$ cat src/design/fpwc_pkg.sv
package fpwc_pkg;

  localparam logic [29:0] PRIME = 30'd1000000007;
  localparam logic [30:0] BARRETT_MU = 31'((64'd1 << 60) / 64'd1000000007);
  localparam logic [6:0] ALPHABET_RESET = 7'd52;

  typedef enum logic [3:0] {
    ST_IDLE,
    ST_FORBID,
    ST_START,
    ST_INIT,
    ST_LOOP,
    ST_MUL_R,
    ST_COPY_R,
    ST_SHIFT,
    ST_MUL_B,
    ST_COPY_B,
    ST_SUM,
    ST_EMIT
  } state_t;

  typedef enum logic [2:0] {
    OP_INIT,
    OP_MUL_R,
    OP_COPY_R,
    OP_MUL_B,
    OP_COPY_B,
    OP_SUM
  } op_t;

  typedef struct packed {
    logic take;
    logic forbid_write;
    logic start;
    op_t  op;
    logic shift;
    logic emit;
  } cmd_t;

  typedef struct packed {
    logic done;
    logic exp_zero;
    logic exp_bit0;
    logic exp_hi_zero;
    logic n_zero;
    logic out_free;
  } status_t;

  function automatic logic [29:0] mod_add(input logic [29:0] a, input logic [29:0] b);
    logic [30:0] s;
    s = {1'b0, a} + {1'b0, b};
    return (s >= {1'b0, PRIME}) ? 30'(s - {1'b0, PRIME}) : 30'(s);
  endfunction

endpackage

$ cat src/design/fpwc_ctrl.sv
module fpwc_ctrl import fpwc_pkg::*; (
  input  logic    clk,
  input  logic    rst,
  input  logic    in_valid,
  output logic    in_ready,
  input  logic    mode,
  input  status_t status,
  output cmd_t    cmd
);

  state_t state, state_next;

  always_ff @(posedge clk) begin
    if (rst) begin
      state <= ST_IDLE;
    end else begin
      state <= state_next;
    end
  end

  always_comb begin
    state_next = state;
    cmd = '0;
    cmd.op = OP_INIT;
    in_ready = 1'b0;
    unique case (state)
      ST_IDLE: begin
        in_ready = 1'b1;
        if (in_valid) begin
          cmd.take = 1'b1;
          state_next = mode ? ST_START : ST_FORBID;
        end
      end
      ST_FORBID: begin
        cmd.forbid_write = 1'b1;
        state_next = ST_IDLE;
      end
      ST_START: begin
        if (status.n_zero) begin
          state_next = ST_EMIT;
        end else begin
          cmd.start = 1'b1;
          cmd.op = OP_INIT;
          state_next = ST_INIT;
        end
      end
      ST_INIT: begin
        if (status.done) state_next = ST_LOOP;
      end
      ST_LOOP: begin
        priority if (status.exp_zero) begin
          cmd.start = 1'b1;
          cmd.op = OP_SUM;
          state_next = ST_SUM;
        end else if (status.exp_bit0) begin
          cmd.start = 1'b1;
          cmd.op = OP_MUL_R;
          state_next = ST_MUL_R;
        end else begin
          state_next = ST_SHIFT;
        end
      end
      ST_MUL_R: begin
        if (status.done) begin
          cmd.start = 1'b1;
          cmd.op = OP_COPY_R;
          state_next = ST_COPY_R;
        end
      end
      ST_COPY_R: begin
        if (status.done) state_next = ST_SHIFT;
      end
      ST_SHIFT: begin
        cmd.shift = 1'b1;
        if (status.exp_hi_zero) begin
          state_next = ST_LOOP;
        end else begin
          cmd.start = 1'b1;
          cmd.op = OP_MUL_B;
          state_next = ST_MUL_B;
        end
      end
      ST_MUL_B: begin
        if (status.done) begin
          cmd.start = 1'b1;
          cmd.op = OP_COPY_B;
          state_next = ST_COPY_B;
        end
      end
      ST_COPY_B: begin
        if (status.done) state_next = ST_LOOP;
      end
      ST_SUM: begin
        if (status.done) state_next = ST_EMIT;
      end
      ST_EMIT: begin
        if (status.out_free) begin
          cmd.emit = 1'b1;
          state_next = ST_IDLE;
        end
      end
      default: state_next = ST_IDLE;
    endcase
  end

endmodule

$ cat config.mk
export PLATFORM = sky130hd
export DESIGN_NAME = fpwc_ctrl
export DESIGN_NICKNAME = d
export VERILOG_FILES = /design/src/design/fpwc_pkg.sv /design/src/design/fpwc_ctrl.sv
export SDC_FILE = /design/constraint.sdc
export NUM_CORES = 1
export LEC_CHECK = 0
export ABC_AREA = 1
export BUFFER_PORTS_ARGS = -buffer_cell sky130_fd_sc_hd__buf_4
export CAP_MARGIN = 20
export CORE_AREA = 8 8 45 47
export DETAILED_ROUTE_END_ITERATION = 16
export DIE_AREA = 0 0 53 55
export PLACE_DENSITY = 0.69
export SLEW_MARGIN = 0
export SYNTH_ARGS = -nofsm -noshare
export SYNTH_HDL_FRONTEND = slang
export SYNTH_SLANG_ARGS = --single-unit
$ cat constraint.sdc
create_clock -name clk -period 1.3 [get_ports clk]
set_input_delay 0.13 -clock clk [delete_from_list [all_inputs] [get_ports clk]]
set_output_delay 0.13 -clock clk [all_outputs]
set_load 0.005 [all_outputs]
; Word-level counts from Yosys, hierarchy flattened
; Index checks and enable logic that the tools add are counted.
[classes]
eq_ne = 18
mux = 27
n_reduce_logical = 3
[ops]
columns = operator, count
row1 = two-way mux 4 bit, 16
row2 = case mux 4 bit (10 select lines), 1
row3 = case mux 4 bit (5 select lines), 1
row4 = == test 4 x 3 -> 1 bit (second input constant), 4
row5 = == test 4 bit (second input constant), 4
row6 = != test 2 bit (second input constant), 6
row7 = == test 4 x 2 -> 1 bit (second input constant), 2
row8 = two-way mux 1 bit, 7
row9 = AND reduction 7 bit, 1
row10 = == test 4 x 1 -> 1 bit (second input constant), 1
row11 = zero test 4 bit, 1
row12 = two-way mux 2 bit, 2
row13 = != test 2 x 1 -> 1 bit (second input constant), 1
row14 = OR reduction 2 bit, 1
[word_totals]
regBits = 4
out_inout_bits = 9
wordCells = 49

; Depth between registers and ports, before layout
[depth]
word_depth = 4
ltp_mapped = 10
mapped_depth_nobuf = 10

; Least setup slack after synthesis
; OpenSTA, ideal clock, no wires.
[synth_timing]
kind = register to output
from = register state[0]
to = output port cmd[5] (netlist bit)
path_buffers = 0
setup_slack_ps = 101
path_stages_with_launch = 8
arrival_ps = 1069
cell_sequence = dfxtp_1 > nor2_1 > inv_1 > nor2_1 > o21ai_0 > nand2_1 > inv_1 > o2111ai_1
[synth_rtl]
columns = item, line
row1 = "start, declared", fpwc_ctrl.sv:11  ; state_t state, state_next;
row2 = "start signal, assigned", fpwc_ctrl.sv:17  ; state <= state_next;
row3 = "end, declared", fpwc_ctrl.sv:8  ; output cmd_t cmd

==> results.cfg <==
[run_status]
status = complete, but fails checks
violations = negative setup slack

[setup_path]
crit_type = register to output pin
r2r_start = state[1]
worstPathArrival_ns = 1.26
rrSetupSlack_ns = -0.05
crit_end = cmd[5]
cp-start-kind = register
worstPathRequired_ns = 1.17
worst-r2r-cell-count = 11
cp-end-kind = output pin
cp_max_fo = 4
reg2reg_to = state[1]
startpoint = state[3]

[sta]
fin_crit_sh = 1.07
slew_viol_final = 0
postLayoutSetupSlackWorst_ns = -0.0855
tightest_slew_ns = 0.224
setup_violations = 8
slew_headroom = 0.849
rsz0062_at_grt = true
finalCriticalPeriod_ns = 1.39
tns_ns = -0.388
finalHoldViolCount = 0
fin_skew_ns = 0.000591
fmaxAchievable_ghz = 0.722

[final_layout]
fin_util = 0.678
fin_area_um2 = 938
largest_reg_flops = 4
final_cell_mix = 28 x buf_4, 17 x nand2_1, 14 x nand2_2
nFillCells = 124
area_growth_pct = 86.1
layout.nets = 140
finalNonFillerCells = 144
layout_top_registers = state (4)
largest-register = state
antenna_cells = 0
register_area_um2 = 95.1
final_common_cell = buf_4
drive_gt1_frac = 0.664
multi_input_area_um2 = 495

[die]
rows = 14
core_mm2 = 0.00138
die_x_um = 53
dieArea_mm2 = 0.00292
pin_count = 19
die_h_um = 55
start_util = 0.364

[run]
drv_cap = 0

[yosys]
synth_adder_area_share = 0
async_flop_share = 0
netlist_area_um2 = 504
yosys.area_share.xor_xnor = 0
postSynthCellCount = 95
synth-edff-count = 0
synth.avg_cell_area_um2 = 5.31
synth_top_family_by_area = simple AND/OR/NAND/NOR gates
synth-compound-area-share = 0.0893
muxShareOfSynthArea = 0
synth_cell_type_count = 16
yosys.area_share.simple = 0.618
synth_nets = 105
yosysWarnings = 0
synthFlopType = dfxtp_1
yosysSeqAreaShare = 0.159
ys_seq_elements = 4

[routing]
num_vias = 758
via_per_inst = 5.26
finalWirelength_mm = 1.95
first_pass_iters = 4
drc = 0
wire_per_inst_um = 13.5
drt_iter0_drc = 18
ant_nets = 0

[clocking]
clk_pin_slew_ns = 0.04
clock_latency_ns = 0.23
cts-root-buf = clkbuf_4
cts_tree = done
cts_buffers = 3
cts.sinks = 4
clock_path_buffers = 2
cts-htree-levels = 1

[placed_design]
gp_congestion = 0.912
place_area_um2 = 689
dpl.hpwl_mm = 1.31
io_buffers = 18
dp.cells = 133

[grt]
grt_pass1_wl_mm = 3.02
grt_pass1_vias = 770
grt_overflow_total = 0
antenna_found_initial = 0
grt_usage = 0.135
grt_start_max_net_pins = 7

[worst_hold_path]
hp-class = input port to register

[pwr]
p_leak_nw = 0.481
power_density_mw_per_mm2 = 1980
ir_drop_mv = 1.28
p_total_mw = 1.86
cell usage after synthesis (2+ instances only):
library cell / n / share of area
inv_2: 4 / 0.030
nand4_1: 2 / 0.025
nand2_2: 6 / 0.074
inv_1: 14 / 0.10
a21oi_1: 3 / 0.030
nor2_1: 11 / 0.082
nand2_1: 28 / 0.21
dfxtp_1: 4 / 0.16
nand3_1: 11 / 0.11
nor2_2: 6 / 0.074
area by class of cell:
type                    instances  share of cell area
well taps                      16              0.0213
multi-input cells              73               0.528
clock buffers                   3              0.0240
flip-flops and latches          4               0.101
inverters                      18              0.0773
repair buffers                 30               0.248
repair_timing:
item / CTS / global route
cloned: 0 / 0
resized for setup: 28 / 25
pin swaps: 9 / 12
hold buffers: 0 / 0
buffers inserted: 7 / 2
setup endpoints to repair: 9 / 12
worst max-delay path, cell delays in order, from the launching register on:
cell       delay, ns
dfxtp_4         0.36
inv_6           0.10
nand2_8         0.07
nor2_4          0.10
nand2_2         0.08
nand2_2         0.09
inv_2           0.04
o2111ai_2       0.05
buf_4           0.14
worst min-delay path by stage:
stage / from / end / slack (ns) / cells after the start
floorplan: rst / state[2] / 0.20 / 1
global placement: rst / state[2] / 0.30 / 2
detailed placement: rst / state[2] / 0.30 / 2
CTS: rst / state[2] / 0.04 / 2
global route: rst / state[2] / 0.04 / 2
finish: rst / state[2] / 0.05 / 2
stage by stage:
| step | hold WS, ns | setup WS, ns |
|---|---|---|
| after floorplan | 0.199 | 0.101 |
| after global placement | 0.295 | -0.0414 |
| after detailed placement | 0.298 | -0.0469 |
| after CTS | 0.0354 | -0.0809 |
| after global routing | 0.0363 | -0.149 |
| final | 0.0455 | -0.0855 |
power breakdown:
part | leakage (nW) | internal [mW] | switching, mW
Clock | 0.0138 | 0.103 | 0.0509
Sequential | 0.0356 | 0.196 | 0.112
Combinational | 0.431 | 0.609 | 0.788
Total | 0.481 | 0.909 | 0.951
metal layers:
layer,up-vias,GRT usage,wire length (um)
li1,367,-,-
met1,344,0.118,698
met2,39,0.262,1040
met3,8,0.0401,164
met4,0,0.0862,39
met5,-,0,0
cell families after synthesis:
family | after synthesis
simple gates | 67
flops | 4
compound gates | 6
buf+inv | 18
Note: power is estimated with default switching activity, not from simulation.
